## src/rtl/core/assert_macros.svh

```systemverilog
// assertion macros shared by the rtl files
`ifndef ASSERT_MACROS_SVH
`define ASSERT_MACROS_SVH

// same-cycle implication, checked out of reset
`define ASSERT_IMPL(label, clk, rst_n, ante, cons, msg) \
    label: assert property (@(posedge clk) disable iff (!rst_n) (ante) |-> (cons)) \
        else $error(msg);

// next-cycle implication, checked out of reset
`define ASSERT_NEXT(label, clk, rst_n, ante, cons, msg) \
    label: assert property (@(posedge clk) disable iff (!rst_n) (ante) |=> (cons)) \
        else $error(msg);

`endif

```

## src/rtl/core/am6502_pkg.sv

```systemverilog
// types and codes of the 6502 address mode unit
`default_nettype none

package am6502_pkg;

    // addressing mode codes
    localparam logic [3:0] AM_IMP = 4'd0;
    localparam logic [3:0] AM_IMM = 4'd1;
    localparam logic [3:0] AM_ZP0 = 4'd2;
    localparam logic [3:0] AM_ZPX = 4'd3;
    localparam logic [3:0] AM_ZPY = 4'd4;
    localparam logic [3:0] AM_REL = 4'd5;
    localparam logic [3:0] AM_ABS = 4'd6;
    localparam logic [3:0] AM_ABX = 4'd7;
    localparam logic [3:0] AM_ABY = 4'd8;
    localparam logic [3:0] AM_IND = 4'd9;
    localparam logic [3:0] AM_IZX = 4'd10;
    localparam logic [3:0] AM_IZY = 4'd11;

    // input beat selector
    localparam logic BEAT_START = 1'b0;
    localparam logic BEAT_RESP  = 1'b1;

    // result kinds
    localparam logic [1:0] KIND_REQ  = 2'd0;
    localparam logic [1:0] KIND_DONE = 2'd1;
    localparam logic [1:0] KIND_ERR  = 2'd2;

    localparam int IN_DATA_W  = 56;
    localparam int OUT_DATA_W = 80;

    typedef struct packed {
        logic [3:0]  pad;
        logic [7:0]  read_data;
        logic [7:0]  acc_value;
        logic [7:0]  y_reg;
        logic [7:0]  x_reg;
        logic [15:0] pc_in;
        logic [3:0]  addr_mode;
    } t_in_data;

    typedef struct packed {
        logic [5:0]  pad;
        logic        page_crossed;
        logic [15:0] new_pc;
        logic        implied_valid;
        logic [7:0]  implied_value;
        logic [15:0] relative_offset;
        logic [15:0] effective_addr;
        logic [15:0] read_addr;
    } t_out_data;

endpackage

`default_nettype wire

```

## src/rtl/core/cpu_6502_address_mode_unit.sv

```systemverilog
// effective-address sequencer for the 6502 addressing modes
//
// usage:
//  - slave stream carries start beats (tuser 0: mode, pc, x, y, accumulator)
//    and read response beats (tuser 1: the byte for the last request)
//  - master stream returns one beat per accepted input beat, tuser giving
//    the kind: read request, address done or unexpected response
//  - a start beat for an indexed or indirect mode is answered by a read
//    request; the user feeds back the byte as a response beat, and so on
//    until the done beat (up to four requests for the indirect modes)
//  - every result beat is registered and appears in the cycle after its input beat
//  - throughput: one input beat per cycle, limited only by the single
//    output register; a response may follow its request in the next cycle
//  - stall: while the output register is full and m_axis_tready is low,
//    s_axis_tready drops and the unit holds its state
//  - reset (i_rst_n low, synchronous) returns the sequencer to idle and
//    empties the output register
//  - a response beat while idle gives an error beat; a start beat while
//    busy drops the computation in progress
`default_nettype none

module cpu_6502_address_mode_unit (
    input  wire logic        i_clk,
    input  wire logic        i_rst_n,
    input  wire logic        s_axis_tvalid,
    output logic             s_axis_tready,
    // addr_mode[3:0], pc_in[19:4], x_reg[27:20], y_reg[35:28],
    // acc_value[43:36], read_data[51:44], zero[55:52]
    input  wire logic [am6502_pkg::IN_DATA_W-1:0] s_axis_tdata,
    // mode[0]: 0 start, 1 read response
    input  wire logic        s_axis_tuser,
    output logic             m_axis_tvalid,
    input  wire logic        m_axis_tready,
    // read_addr[15:0], effective_addr[31:16], relative_offset[47:32],
    // implied_value[55:48], implied_valid[56], new_pc[72:57],
    // page_crossed[73], zero[79:74]
    output logic [am6502_pkg::OUT_DATA_W-1:0] m_axis_tdata,
    // kind[1:0]: 0 read request, 1 done, 2 error
    output logic [1:0]       m_axis_tuser
);

`include "assert_macros.svh"

    typedef enum logic [2:0] {
        PH_IDLE,
        PH_OP1,
        PH_OP2,
        PH_PLO,
        PH_PHI
    } t_phase;

    t_phase r_phase, n_phase;
    logic [3:0]  r_held_mode, n_held_mode;
    logic [15:0] r_held_pc, n_held_pc;
    logic [7:0]  r_held_x, n_held_x;
    logic [7:0]  r_held_y, n_held_y;
    logic [7:0]  r_first_byte, n_first_byte;
    logic [7:0]  r_second_byte, n_second_byte;
    logic [7:0]  r_pointer_low, n_pointer_low;

    logic                  r_m_valid;
    am6502_pkg::t_out_data r_m_data, n_m_data;
    logic [1:0]            r_m_kind, n_m_kind;

    am6502_pkg::t_in_data in_d;
    logic                 s_fire;
    logic [7:0]           d;
    logic [15:0]          abs_addr;
    logic [15:0]          ptr_addr;
    logic [15:0]          idx_sum;
    logic [7:0]           idx_val;

    assign in_d          = s_axis_tdata;
    assign d             = in_d.read_data;
    assign s_axis_tready = !r_m_valid || m_axis_tready;
    assign s_fire        = s_axis_tvalid && s_axis_tready;

    // operand or pointer word formed from the byte just returned
    assign abs_addr = {d, r_first_byte};
    assign ptr_addr = {d, r_pointer_low};

    // one shared index adder: abx/aby on the operand word, izy on the pointer
    always_comb begin
        if (r_phase == PH_PHI) begin
            idx_val = r_held_y;
            idx_sum = ptr_addr + {8'h00, r_held_y};
        end else begin
            idx_val = (r_held_mode == am6502_pkg::AM_ABX) ? r_held_x : r_held_y;
            idx_sum = abs_addr + {8'h00, idx_val};
        end
    end

    always_comb begin
        n_phase       = r_phase;
        n_held_mode   = r_held_mode;
        n_held_pc     = r_held_pc;
        n_held_x      = r_held_x;
        n_held_y      = r_held_y;
        n_first_byte  = r_first_byte;
        n_second_byte = r_second_byte;
        n_pointer_low = r_pointer_low;
        n_m_data      = '0;
        n_m_kind      = am6502_pkg::KIND_DONE;

        if (s_axis_tuser == am6502_pkg::BEAT_START) begin
            n_held_mode = in_d.addr_mode;
            n_held_pc   = in_d.pc_in;
            n_held_x    = in_d.x_reg;
            n_held_y    = in_d.y_reg;
            n_phase     = PH_IDLE;
            if (in_d.addr_mode == am6502_pkg::AM_IMM) begin
                n_m_data.effective_addr = in_d.pc_in;
                n_m_data.new_pc         = in_d.pc_in + 16'd1;
            end else if (in_d.addr_mode == am6502_pkg::AM_IMP
                         || in_d.addr_mode > am6502_pkg::AM_IZY) begin
                // implied, and the unused codes treated as implied
                n_m_data.new_pc        = in_d.pc_in;
                n_m_data.implied_value = in_d.acc_value;
                n_m_data.implied_valid = 1'b1;
            end else begin
                n_phase            = PH_OP1;
                n_m_kind           = am6502_pkg::KIND_REQ;
                n_m_data.read_addr = in_d.pc_in;
            end
        end else begin
            unique case (r_phase)
                PH_OP1: begin
                    n_first_byte = d;
                    n_phase      = PH_IDLE;
                    n_m_data.new_pc = r_held_pc + 16'd1;
                    unique case (r_held_mode)
                        am6502_pkg::AM_ZP0: begin
                            n_m_data.effective_addr = {8'h00, d};
                        end
                        am6502_pkg::AM_ZPX: begin
                            n_m_data.effective_addr = {8'h00, d + r_held_x};
                        end
                        am6502_pkg::AM_ZPY: begin
                            n_m_data.effective_addr = {8'h00, d + r_held_y};
                        end
                        am6502_pkg::AM_REL: begin
                            n_m_data.relative_offset = {{8{d[7]}}, d};
                        end
                        am6502_pkg::AM_IZX: begin
                            // pointer fetch wraps in page zero
                            n_phase            = PH_PLO;
                            n_m_kind           = am6502_pkg::KIND_REQ;
                            n_m_data           = '0;
                            n_m_data.read_addr = {8'h00, d + r_held_x};
                        end
                        am6502_pkg::AM_IZY: begin
                            n_phase            = PH_PLO;
                            n_m_kind           = am6502_pkg::KIND_REQ;
                            n_m_data           = '0;
                            n_m_data.read_addr = {8'h00, d};
                        end
                        default: begin
                            // absolute group needs the high operand byte
                            n_phase            = PH_OP2;
                            n_m_kind           = am6502_pkg::KIND_REQ;
                            n_m_data           = '0;
                            n_m_data.read_addr = r_held_pc + 16'd1;
                        end
                    endcase
                end
                PH_OP2: begin
                    n_second_byte = d;
                    if (r_held_mode == am6502_pkg::AM_IND) begin
                        n_phase            = PH_PLO;
                        n_m_kind           = am6502_pkg::KIND_REQ;
                        n_m_data.read_addr = abs_addr;
                    end else begin
                        n_phase         = PH_IDLE;
                        n_m_data.new_pc = r_held_pc + 16'd2;
                        if (r_held_mode == am6502_pkg::AM_ABX
                            || r_held_mode == am6502_pkg::AM_ABY) begin
                            n_m_data.effective_addr = idx_sum;
                            n_m_data.page_crossed   = idx_sum[15:8] != abs_addr[15:8];
                        end else begin
                            n_m_data.effective_addr = abs_addr;
                        end
                    end
                end
                PH_PLO: begin
                    n_pointer_low = d;
                    n_phase       = PH_PHI;
                    n_m_kind      = am6502_pkg::KIND_REQ;
                    if (r_held_mode == am6502_pkg::AM_IND) begin
                        // high byte comes from the same page, as on the real part
                        n_m_data.read_addr = {r_second_byte, r_first_byte + 8'd1};
                    end else if (r_held_mode == am6502_pkg::AM_IZX) begin
                        n_m_data.read_addr = {8'h00, r_first_byte + r_held_x + 8'd1};
                    end else begin
                        n_m_data.read_addr = {8'h00, r_first_byte + 8'd1};
                    end
                end
                PH_PHI: begin
                    n_phase = PH_IDLE;
                    if (r_held_mode == am6502_pkg::AM_IND) begin
                        n_m_data.effective_addr = ptr_addr;
                        n_m_data.new_pc         = r_held_pc + 16'd2;
                    end else if (r_held_mode == am6502_pkg::AM_IZX) begin
                        n_m_data.effective_addr = ptr_addr;
                        n_m_data.new_pc         = r_held_pc + 16'd1;
                    end else begin
                        n_m_data.effective_addr = idx_sum;
                        n_m_data.new_pc         = r_held_pc + 16'd1;
                        n_m_data.page_crossed   = idx_sum[15:8] != ptr_addr[15:8];
                    end
                end
                default: begin
                    // response with nothing outstanding
                    n_phase  = PH_IDLE;
                    n_m_kind = am6502_pkg::KIND_ERR;
                end
            endcase
        end
    end

    // sequencer state, working registers and result payload
    always_ff @(posedge i_clk) begin
        if (!i_rst_n) begin
            r_phase       <= PH_IDLE;
            r_m_valid     <= 1'b0;
            r_held_mode   <= '0;
            r_held_pc     <= '0;
            r_held_x      <= '0;
            r_held_y      <= '0;
            r_first_byte  <= '0;
            r_second_byte <= '0;
            r_pointer_low <= '0;
            r_m_data      <= '0;
            r_m_kind      <= am6502_pkg::KIND_REQ;
        end else begin
            if (s_fire) begin
                r_phase       <= n_phase;
                r_held_mode   <= n_held_mode;
                r_held_pc     <= n_held_pc;
                r_held_x      <= n_held_x;
                r_held_y      <= n_held_y;
                r_first_byte  <= n_first_byte;
                r_second_byte <= n_second_byte;
                r_pointer_low <= n_pointer_low;
                r_m_data      <= n_m_data;
                r_m_kind      <= n_m_kind;
            end
            if (s_fire) begin
                r_m_valid <= 1'b1;
            end else if (m_axis_tready) begin
                r_m_valid <= 1'b0;
            end
        end
    end

    assign m_axis_tvalid = r_m_valid;
    assign m_axis_tdata  = r_m_data;
    assign m_axis_tuser  = r_m_kind;

    `ASSERT_NEXT(a_idle_resp_err, i_clk, i_rst_n,
        s_fire && s_axis_tuser == am6502_pkg::BEAT_RESP && r_phase == PH_IDLE,
        m_axis_tvalid && m_axis_tuser == am6502_pkg::KIND_ERR,
        "response while idle did not give an error beat")
    `ASSERT_NEXT(a_done_goes_idle, i_clk, i_rst_n,
        s_fire && n_m_kind != am6502_pkg::KIND_REQ,
        r_phase == PH_IDLE,
        "done or error beat left the sequencer busy")
    `ASSERT_IMPL(a_phi_mode, i_clk, i_rst_n,
        r_phase == PH_PHI,
        r_held_mode == am6502_pkg::AM_IND || r_held_mode == am6502_pkg::AM_IZX
            || r_held_mode == am6502_pkg::AM_IZY,
        "pointer fetch in a mode without a pointer")
    `ASSERT_IMPL(a_implied_done, i_clk, i_rst_n,
        m_axis_tvalid && r_m_data.implied_valid,
        m_axis_tuser == am6502_pkg::KIND_DONE && r_m_data.effective_addr == 16'h0000,
        "implied value flagged on a beat that is not an implied done")

endmodule

`default_nettype wire
```

## config.mk

```make
export PLATFORM = sky130hd
export DESIGN_NAME = cpu_6502_address_mode_unit
export DESIGN_NICKNAME = d
export VERILOG_FILES = /design/src/rtl/core/am6502_pkg.sv /design/src/rtl/core/cpu_6502_address_mode_unit.sv
export VERILOG_INCLUDE_DIRS = /design/src /design/src/rtl/core
export SDC_FILE = /design/constraint.sdc
export NUM_CORES = 1
export LEC_CHECK = 0
export BUFFER_PORTS_ARGS = -buffer_cell sky130_fd_sc_hd__buf_2
export CAP_MARGIN = 15
export CORE_MARGIN = 2
export CORE_UTILIZATION = 30
export CTS_BUF_LIST = sky130_fd_sc_hd__clkbuf_16
export DETAILED_ROUTE_END_ITERATION = 8
export HOLD_SLACK_MARGIN = 0.03
export PLACE_DENSITY = 0.54
export SKIP_LAST_GASP = 1
export SLEW_MARGIN = 10
export SYNTH_ARGS = -nofsm -noshare
export SYNTH_HDL_FRONTEND = slang
export SYNTH_SLANG_ARGS = --single-unit
```

## constraint.sdc

```tcl
create_clock -name i_clk -period 6.3 [get_ports i_clk]
set_input_delay 0.315 -clock i_clk [delete_from_list [all_inputs] [get_ports i_clk]]
set_output_delay 0.315 -clock i_clk [all_outputs]
set_load 0.01 [all_outputs]
```

-- Yosys cells after proc, flatten, opt, wreduce, memory -nomap -nowiden
Cells that the tools add are included.
- bits in registers: 146
- input port bits: 61
- output and inout bits: 84
- logic and storage cells: 105
- add/sub/neg operators: 10
- order comparisons: 1
- equality and inequality tests: 15
- mux-type cells: 47
- bitwise operators: 1
- reductions and logical operators: 13
- operators by type and width (kind ; count):
    2-to-1 mux 16 bit ; 14
    case mux 16 bit (3 select lines) ; 3
    2-to-1 mux 25 bit ; 4
    case mux 17 bit (3 select lines) ; 1
    adder 16 x 1 -> 16 bit (second input constant) ; 2
    adder 16 x 8 -> 16 bit ; 2
    2-to-1 mux 32 bit ; 1
    adder 8 bit ; 3
    case mux 8 bit (3 select lines) ; 1
    2-to-1 mux 17 bit ; 1
    adder 16 x 2 -> 16 bit (second input constant) ; 1
    adder 8 x 1 -> 8 bit (second input constant) ; 2
    == test 4 bit (second input constant) ; 4
    2-to-1 mux 8 bit ; 2
    == test 4 x 3 -> 1 bit (second input constant) ; 3
    2-to-1 mux 1 bit ; 11
    2-to-1 mux 9 bit ; 1
    case mux 3 bit (3 select lines) ; 1
    AND reduction 3 bit ; 3
    == test 4 x 2 -> 1 bit (second input constant) ; 2
    != test 8 bit ; 1
    case mux 2 bit (4 select lines) ; 1
    2-to-1 mux 7 bit ; 1
    == test 3 x 2 -> 1 bit (second input constant) ; 2
    other kinds (17) ; 20

-- Depth between registers and ports, before layout
Gate-level depths: netlist of the first run.
- depth in word-level cells: 9
- gate-level depth with buffers: 16
- gate-level depth less buffers: 14

-- Least setup slack after synthesis of the first run
OpenSTA, ideal clock, no wires.
- kind: register to register
- from: reg r_held_mode[1]
- to: reg r_m_data, in the netlist m_axis_tdata[26]
- library setup time: 0.126 ns
- arrival: 2.846 ns
- required time: 6.174 ns
- setup slack: 3.328 ns
- cell stages (with the launch flop): 14
- buffers on the path: 2
- period minus slack after synthesis: 2.972 ns
- path through: dfxtp_1 > buf_4 > nand4b_1 > clkbuf_1 > mux2_2 > ha_1 > a21o_1 > or4_1 > o21ai_1 > nor3_2 > and3_1 > nor3b_2 > a21oi_1 > o21ai_1
- word-level cells in the longest chain between the ends: 8
- elaborated cells on any way between the ends: 14
- classes of those cells: 1 x add/sub; 4 x eq/ne; 8 x mux; 1 x reduce/logical
- ends and longest elaborated chain (element ; RTL line ; RTL):
    start, declared ; cpu_6502_address_mode_unit.sv:53 ; logic [3:0] r_held_mode, n_held_mode;
    start signal, assigned ; cpu_6502_address_mode_unit.sv:237 ; r_held_mode <= n_held_mode;
    == test 4 x 3 -> 1 bit ; cpu_6502_address_mode_unit.sv:88, cpu_6502_address_mode_unit.sv:175 ;
    2-to-1 mux 8 bit ; cpu_6502_address_mode_unit.sv:88 ; idx_val = (r_held_mode == am6502_pkg::AM_ABX) ? r_held_x : r_held_y;
    adder 16 x 8 -> 16 bit ; cpu_6502_address_mode_unit.sv:89 ; idx_sum = abs_addr + {8'h00, idx_val};
    2-to-1 mux 16 bit ; cpu_6502_address_mode_unit.sv:84 ; if (r_phase == PH_PHI) begin
    2-to-1 mux 16 bit (on tied branches) ; cpu_6502_address_mode_unit.sv:202, cpu_6502_address_mode_unit.sv:175 ;
    2-to-1 mux 16 bit (on tied branches) ; cpu_6502_address_mode_unit.sv:199, cpu_6502_address_mode_unit.sv:168 ;
    case mux 16 bit (3 select lines) (*) ; cpu_6502_address_mode_unit.sv:126 ; unique case (r_phase)
    2-to-1 mux 32 bit (*) ; cpu_6502_address_mode_unit.sv:105 ; if (s_axis_tuser == am6502_pkg::BEAT_START) begin
    end signal, assigned ; cpu_6502_address_mode_unit.sv:244 ; r_m_data <= n_m_data;
    end, declared ; cpu_6502_address_mode_unit.sv:62 ; am6502_pkg::t_out_data r_m_data, n_m_data;
Mark *: on every way between the ends. The rest lies on a longest branch, timed or not.
A chain may end at the register's enable or synchronous reset.

-- Worst setup path after layout of the first run
- from: reg r_held_mode[0]
- to: reg r_m_data, in the netlist m_axis_tdata[26]
Same word-level chain as after synthesis.

==> results list, run 1 <==
- In this run the register-to-register setup slack is 2550 ps.
* # port buffers: 134
* Setup slack after layout: 2550 ps
* Worst EP required: 6590 ps
- Areal power density over the cells: 210 mW/mm^2
- The clock tree synthesis step divided the H-tree into 4 levels.
* Top achievable clock speed: 267 MHz
* Proportion of layout cells with a drive suffix above 1: 0.167
* Clock net sink count: 132
- Hold repair after CTS inserted 0 buffers.
* Mapped Area: 0.00906 sq mm
- Vias per inst: 5.62
- The clock period could shrink to 3750 ps.
* Number of nets in the layout: 1,372
* Residual antenna-violating net count after detailed routing: 0
* Met2 layer wire length in the routed design: 15.7 mm
* Cells after DPL: 1,633
- For this run, design rule violations remaining after detail routing come to 0.
- Top-level I/O count: 145
- Clock-pin slew on the worst setup and hold paths: 60 ps
- Setup repair after global routing missed its margin: false
- Hold Crit Class: primary input to flop
- Most common flop cell mapped by yosys: sky130_fd_sc_hd__dfxtp_1
- Initial standard-cell utilization of the core: 0.305
- Hold is met by 117 ps.
* Count of different cell masters after synthesis: 82
* Final critical-path share of the clock period: 0.596
* Antenna violations before repair: 0
* Drt first pass iters: 6
- Pre-CTS WS: 2590 ps
- TritonCTS built the clock tree.
- Root Driver: sky130_fd_sc_hd__clkbuf_16
* Number of synthesis warnings: 0
- Top layer used by detailed routing: met4
- Row generation in the floorplan step produced 63 rows.
- The later pin in the worst-skew pair is clocked with a latency of 430 ps.
* Most common cell after layout, fill and taps aside: sky130_fd_sc_hd__nand2_1
* Final count of negative-setup-slack endpoints: 0
* Maximum fanout along the worst path: 25
* All-layer global routing usage: 0.217
- Initial DRC Count: 932
- Once layout is done, the placed cells without fillers occupy 0.0105 sq mm.
* Count of max-cap constraint violations: 0
- Startpoint Class: flop
* Post-route met1 wirelength: 15.6 mm
* Final Routed Wirelength: 34.4 mm
- In the layout the commonest cells are sky130_fd_sc_hd__nand2_1, sky130_fd_sc_hd__buf_2, sky130_fd_sc_hd__dfxtp_1.
- Y dimension of the die: 178 um
- Post-synthesis cell count: 1,190
- Number of standard cells in the final layout excluding fillers: 1,664
- Met3 Wirelength: 2.29 mm
* Slew at the pin closest to its max-slew limit: 1110 ps
- Outcome: finished, final reports clean
- Async set or reset register ratio after synthesis: 0
- Mean post-synth cell area: 7.62 sq um
* Sum of overflow across all layers after global routing: 0
* Detailed placement HPWL: 25.5 mm
* Die width: 178 um
* Max-slew violation count: 0
- The region available for standard cell placement spans 0.0297 sq mm.
- The die covers 0.0316 sq mm.
- Cell Area, Placed: 0.00986 sq mm
- The critical path in this run is classified as flop to flop.
* Proportion of synthesized chip area in sequential cells: 0.292
* Max-Slew Margin vs Limit: 0.259
- Worst VDD drop: 0.180 mV
* Final Hold Vio Count: 0
- Post-synthesis register bit count: 132
* Clock Skew: 12.9 ps
- Buffers inserted during clock tree synthesis total 17.
- Data arrival time of the worst path: 4050 ps
- Final routed wire length divided by cell count: 20.7 um
* Total Neg Setup Slack: 0 ps
- Total via count after detailed routing: 9,353
- From synthesis to final layout, the design area changed by 15.5%.
* Endpoint kind of the worst setup timing path: flop
- Entering global routing, the biggest net connects 74 pins.
- Post-synth EDFFs: 0
- In this run the static leakage power is 4.04 nW.
- At the end of routability-driven placement, the weighted congestion stood at 0.921.
* Via count of the first global-routing pass: 8,636
- The longest clock path from root to sink contains 2 buffers.
- Once the clock tree was built, the setup fixing pass inserted 0 buffers.
* First-pass GRT wire length: 52.0 mm
- Resized Gates After CTS: 0
- The number of antenna diodes in the final layout is 0.
[cell type report]
| cell class | instances | area [sq um] |
|---|---|---|
| Multi-Input combinational cell | 954 | 5950 |
| Timing Repair Buffer | 141 | 723 |
| Clock buffer | 17 | 425 |
| Inverter | 16 | 62.6 |
| Clock inverter | 14 | 175 |
| Fill cell | 3170 | 19200 |
| Tap cell | 390 | 488 |
| Sequential cell | 132 | 2640 |
[registers in the layout, indices dropped and copies added (netlist names)]
signal	cells
m_axis_tdata	66
m_axis_tuser	2
m_axis_tvalid	1
r_first_byte	8
r_held_mode	4
r_held_pc	16
r_held_x	8
r_held_y	8
r_phase	3
r_pointer_low	8
r_second_byte	8
[per-stage QoR]
step            util  power, mW
2_1_floorplan      -       1.06
3_3_place_gp   0.332       1.17
3_5_place_dp   0.332       1.17
4_1_cts        0.352       2.21
5_1_grt        0.352       2.28
6_report       0.352       2.20
[worst max-delay path, stage by stage (launching register included)]
cell and delay, ps:
sky130_fd_sc_hd__dfxtp_1 860, sky130_fd_sc_hd__nand4b_1 170, sky130_fd_sc_hd__buf_4 240, sky130_fd_sc_hd__o21ai_0 170, sky130_fd_sc_hd__ha_1 220, sky130_fd_sc_hd__inv_1 60, sky130_fd_sc_hd__fa_1 400, sky130_fd_sc_hd__nand3b_1 190
sky130_fd_sc_hd__a21oi_1 240, sky130_fd_sc_hd__o21ai_1 140, sky130_fd_sc_hd__nor3_2 340, sky130_fd_sc_hd__and3_1 230, sky130_fd_sc_hd__o22ai_1 70, sky130_fd_sc_hd__a21oi_1 200, sky130_fd_sc_hd__o21ai_1 80
[worst paths after layout]
| check | startpoint | to | cells after the start |
|---|---|---|---|
| setup / recovery | r_held_mode[0] | m_axis_tdata[26] | 14 |
| hold / removal | s_axis_tdata[27] | r_held_x[7] | 3 |
| setup reg to reg | r_held_mode[0] | m_axis_tdata[26] | 14 |
| hold reg to reg | r_second_byte[4] | r_second_byte[4] | 2 |
[power by group]
group	internal [mW]	switching, mW
sequential	0.853	0.0302
combinational	0.0904	0.178
clock	0.625	0.421
[Yosys cell counts, types with 4 or more instances]
cell type / count / area, sq um
sky130_fd_sc_hd__nand3_1: 33 / 165
sky130_fd_sc_hd__nor2_1: 98 / 368
sky130_fd_sc_hd__nand2_1: 204 / 766
sky130_fd_sc_hd__o211ai_1: 9 / 67.6
sky130_fd_sc_hd__o31ai_1: 5 / 37.5
sky130_fd_sc_hd__nor2_2: 4 / 25.0
sky130_fd_sc_hd__o21ai_0: 41 / 205
sky130_fd_sc_hd__fa_1: 5 / 100
sky130_fd_sc_hd__a31oi_1: 9 / 56.3
sky130_fd_sc_hd__o21ai_1: 12 / 60.1
sky130_fd_sc_hd__xor2_1: 23 / 201
sky130_fd_sc_hd__buf_4: 18 / 135
sky130_fd_sc_hd__a32oi_1: 4 / 35.0
sky130_fd_sc_hd__a221oi_1: 17 / 149
sky130_fd_sc_hd__o22ai_1: 23 / 144
sky130_fd_sc_hd__a22oi_1: 47 / 353
sky130_fd_sc_hd__a311oi_1: 9 / 78.8
sky130_fd_sc_hd__buf_2: 16 / 80.1
sky130_fd_sc_hd__nor2b_1: 7 / 43.8
sky130_fd_sc_hd__ha_1: 44 / 551
sky130_fd_sc_hd__a222oi_1: 14 / 140
sky130_fd_sc_hd__a22o_1: 9 / 78.8
sky130_fd_sc_hd__mux2i_1: 7 / 70.1
sky130_fd_sc_hd__a21oi_1: 123 / 616
sky130_fd_sc_hd__and3_1: 15 / 93.8
sky130_fd_sc_hd__nand4_1: 5 / 31.3
sky130_fd_sc_hd__o21a_1: 4 / 30.0
sky130_fd_sc_hd__xnor2_1: 33 / 289
sky130_fd_sc_hd__nand3b_1: 6 / 45.0
sky130_fd_sc_hd__clkbuf_1: 55 / 206
sky130_fd_sc_hd__and2_1: 5 / 31.3
sky130_fd_sc_hd__mux2_2: 8 / 90.1
sky130_fd_sc_hd__dfxtp_1: 132 / 2640
sky130_fd_sc_hd__or3_1: 7 / 43.8
sky130_fd_sc_hd__nor3_1: 23 / 115
sky130_fd_sc_hd__a211oi_1: 11 / 82.6
sky130_fd_sc_hd__nand2b_1: 11 / 68.8
sky130_fd_sc_hd__o21bai_1: 4 / 30.0
sky130_fd_sc_hd__a21o_1: 14 / 105
sky130_fd_sc_hd__a221o_1: 4 / 40.0
sky130_fd_sc_hd__inv_1: 14 / 52.6
[cells by family (layout without fill, tap and decap cells)]
group | Yosys count | after routing | synth area share
buffers and inverters | 109 | 188 | 0.0556
xor gates and xnor gates | 56 | 56 | 0.0541
adders and majority gates | 49 | 49 | 0.0718
and+or+nand+nor | 448 | 448 | 0.228
DFF | 132 | 132 | 0.292
other | 1 | 6 | 0.000414
muxes | 16 | 16 | 0.0202
AOI/OAI and AO/OA | 379 | 379 | 0.278
[routing by layer]
metal | up-vias | track usage
met5 | - | 0
met4 | 0 | 0.0755
met3 | 57 | 0.0293
met2 | 375 | 0.345
met1 | 4454 | 0.299
li1 | 4467 | -
(Power assumes the default switching activity.)
==> inputs of run 2 (changes only) <==
==> constraint.sdc (replaced) <==
create_clock -name i_clk -period 3.8 [get_ports i_clk]
set_input_delay 0.19 -clock i_clk [delete_from_list [all_inputs] [get_ports i_clk]]
set_output_delay 0.19 -clock i_clk [all_outputs]
set_load 0.01 [all_outputs]
==> run 2 against run 1 <==
  * Clock skew is 1.4 ps lower
  * Die area stayed put
  * First-iteration DRC count is 7.1% lower
  * Sequential power is 65% higher
  * Sequential cell count stayed put
  * Via count is 1.7% higher
  * Utilization is 1.1 points higher
  * Sequential share of layout area is 0.75 points lower
  * Power is 62% higher
  * Setup slack worse by 2100 ps
  * Critical path type unchanged
  * Critical endpoint unchanged
==> results list, run 2 (same netlist as run 1, synthesis figures left out) <==
- The detail route stage leaves a number of antenna-violating nets equal to 0.
- In this run, post-CTS repair resized a total of 0 instances.
- Clock-pin slew on the worst setup and hold paths: 70 ps
- Peak per-stage delay on the critical path: 520 ps
- Setup repair after global routing left no endpoint under its margin.
- Walking the worst path, the cells encountered are nand4b_1, o21ai_0, ha_1, inv_1, fa_1, nand3b_1, a21oi_1, o21ai_1, nor3_2, and3_1, o22ai_1, a21oi_1, o21ai_1.
- At the end of the flow, the number of nets in the layout was 1,411.
- Across the routed clock network, the largest skew measured is 11.5 ps.
- In this run the critical register-to-register path is captured at m_axis_tdata[26].
- Tmin final: 3340 ps
- The number of global-route vias before repair came to 9,080.
* Synthesis-to-finish area growth: 19.0%
- Setup violations remaining at the end of the flow were counted as 0.
* Maximum fanout along the worst path: 11
- The final layout contains routed wiring with a total length of 35.0 mm.
* Final routed wire length divided by cell count: 20.5 um
- Total Neg Setup Slack: 0 ps
- Counting cells, the worst reg-to-reg path comes to 13.
* Final Hold Vio Count: 0
- TritonCTS built the clock tree.
* Diode count: 0
- # rows: 63
- The worst setup path is launched from a flop.
- Measured along the y axis, the die boundary spans 178 um.
- Final weighted congestion in routability-driven placement: 0.956
* Antenna violations before repair: 0
* Vias per inst: 5.58
- The clock passes through at most 2 buffers.
- Leaving out fill and tap cells, the most frequent cell in the layout is sky130_fd_sc_hd__nand2_1.
* CTS buffer count: 17
- Clock net sink count: 132
- Global routing finished with a remaining overflow of 0.
- Measured along the x axis, the die boundary spans 178 um.
- Data arrives at the worst endpoint at 3650 ps.
- The H-tree was split into 4 levels.
- The first detailed-routing pass took 5 iterations.
* Flop-to-flop setup slack: 460 ps
- The initial utilization of the core area, before any placement, comes to 0.305.
- Cells after DPL: 1,645
* Reg-to-reg startpoint: r_held_mode[1]
* Slew at the pin closest to its max-slew limit: 903 ps
- Cell Area, Placed: 0.00996 sq mm
* Worst EP required: 4110 ps
- Initial DRC Count: 866
- The register with the most flip-flops in the layout has 66 of them.
- Origin of the worst setup path: r_held_mode[1]
- Final critical-path share of the clock period: 0.879
- The region available for standard cell placement spans 0.0297 sq mm.
- Summing all flip-flop and latch instances after layout gives 0.00264 sq mm.
- Capturing instance or port of the critical path: m_axis_tdata[26]
- In the final layout, the multi-input gates occupy 0.00595 sq mm.
* Cell at the slowest stage of the critical path: sky130_fd_sc_hd__dfxtp_1
* Areal power density over the cells: 331 mW/mm^2
- First-pass GRT wire length: 53.4 mm
- Detailed placement HPWL: 26.0 mm
- All-layer global routing usage: 0.222
- Top-level I/O count: 145
- Max-cap violations in this run came to 0.
- Commonest non-fill, non-tap cells in the layout: sky130_fd_sc_hd__nand2_1, sky130_fd_sc_hd__buf_2, sky130_fd_sc_hd__dfxtp_1
- The clock reaches the later pin of the worst-skew pair after 430 ps.
- Top achievable clock speed: 299 MHz
- The path class of the tightest hold or removal check is primary input to flop.
* Max-slew violation count: 0
* DR DRC count: 0
* Critical setup path kind: flop to flop
* Die Outline Area: 0.0316 sq mm
- Total via count after detailed routing: 9,509
- The tree is rooted in a sky130_fd_sc_hd__clkbuf_16.
- Design Area, Final: 0.0108 sq mm
* Outcome: finished, final reports clean
- Count of fill cells added during filler insertion: 3,101
- Entering global routing, the biggest net connects 65 pins.
- Critical hold path startpoint: s_axis_tdata[11]
- Number of standard cells in the final layout excluding fillers: 1,704
* Max-Slew Margin vs Limit: 0.396
- The worst setup path is captured at a flop.
- In the final layout, the share of cells above drive strength 1 is 0.173.
- # port buffers: 134
- Worst VDD drop: 0.303 mV
* Leakage power: 4.20 nW
[run 2: cell count changes in the layout (fill, tap and decap cells not counted)]
cell | before | now
sky130_fd_sc_hd__nor3_1 | 22 | 23
sky130_fd_sc_hd__inv_8 | 0 | 1
sky130_fd_sc_hd__clkinvlp_4 | 2 | 4
sky130_fd_sc_hd__nor3_2 | 3 | 2
sky130_fd_sc_hd__clkinv_4 | 2 | 3
sky130_fd_sc_hd__buf_4 | 7 | 20
sky130_fd_sc_hd__buf_12 | 0 | 1
sky130_fd_sc_hd__bufinv_16 | 3 | 1
sky130_fd_sc_hd__inv_6 | 5 | 2
sky130_fd_sc_hd__clkinv_2 | 1 | 3
sky130_fd_sc_hd__dlygate4sd3_1 | 0 | 25
[run 2: per-stage QoR]
| stage | hold slack [ps] | total power [mW] | utilization | worst slack, ps |
|---|---|---|---|---|
| 2_1_floorplan | 319 | 1.76 | - | 828 |
| 3_3_place_gp | 432 | 1.94 | 0.335 | 280 |
| 3_5_place_dp | 437 | 1.95 | 0.335 | 272 |
| 4_1_cts | 50.4 | 3.59 | 0.363 | 189 |
| 5_1_grt | 75.9 | 3.69 | 0.363 | 205 |
| 6_report | 68.7 | 3.57 | 0.363 | 459 |
[run 2: cell type report]
class	instances	area share
Clock inverter	15	0.0124
Timing Repair Buffer	180	0.101
Multi-Input combinational cell	954	0.551
Sequential cell	132	0.245
Tap cell	390	0.0452
Inverter	16	0.00580
Clock buffer	17	0.0394
[run 2: worst min-delay path by stage]
stage | endpoint | slack (ps) | cells past startpoint
2_1_floorplan | m_axis_tvalid | 320 | 2
3_3_place_gp | m_axis_tdata[51] | 430 | 3
3_5_place_dp | m_axis_tdata[51] | 440 | 3
4_1_cts | r_held_pc[2] | 50 | 3
5_1_grt | r_held_pc[7] | 80 | 3
6_report | r_held_pc[7] | 70 | 3
[run 2: timing repair]
item	CTS	global route
setup endpoints to repair	0	2
endpoints found under the hold margin	25	0
hold buffers	25	0
buffers inserted	0	2
[run 2: where the power goes]
part           total, mW  internal [mW]  switching, mW  leakage [nW]
Clock               1.63          0.905          0.730         0.269
Sequential          1.46           1.41         0.0423          1.07
Combinational      0.481          0.173          0.308          2.86
Total               3.57           2.49           1.08          4.20
[run 2: per-layer routing]
| metal | wire length, um | track usage | up-vias | part of all wire |
|---|---|---|---|---|
| met4 | 1150 | 0.0888 | 0 | 0.033 |
| met1 | 15900 | 0.302 | 4549 | 0.45 |
| met5 | 0 | 0 | - | 0 |
| li1 | - | - | 4542 | - |
| met3 | 2040 | 0.0321 | 68 | 0.058 |
| met2 | 15900 | 0.350 | 350 | 0.46 |
[run 2: worst max-delay path, delay by kind of cell, from the launching register on]
| family | cells | cell delay (ps) |
|---|---|---|
| flops | 1 | 520 |
| simple gates | 4 | 1070 |
| fa+ha+maj | 2 | 610 |
| buf+inv | 1 | 60 |
| compound gates | 6 | 960 |
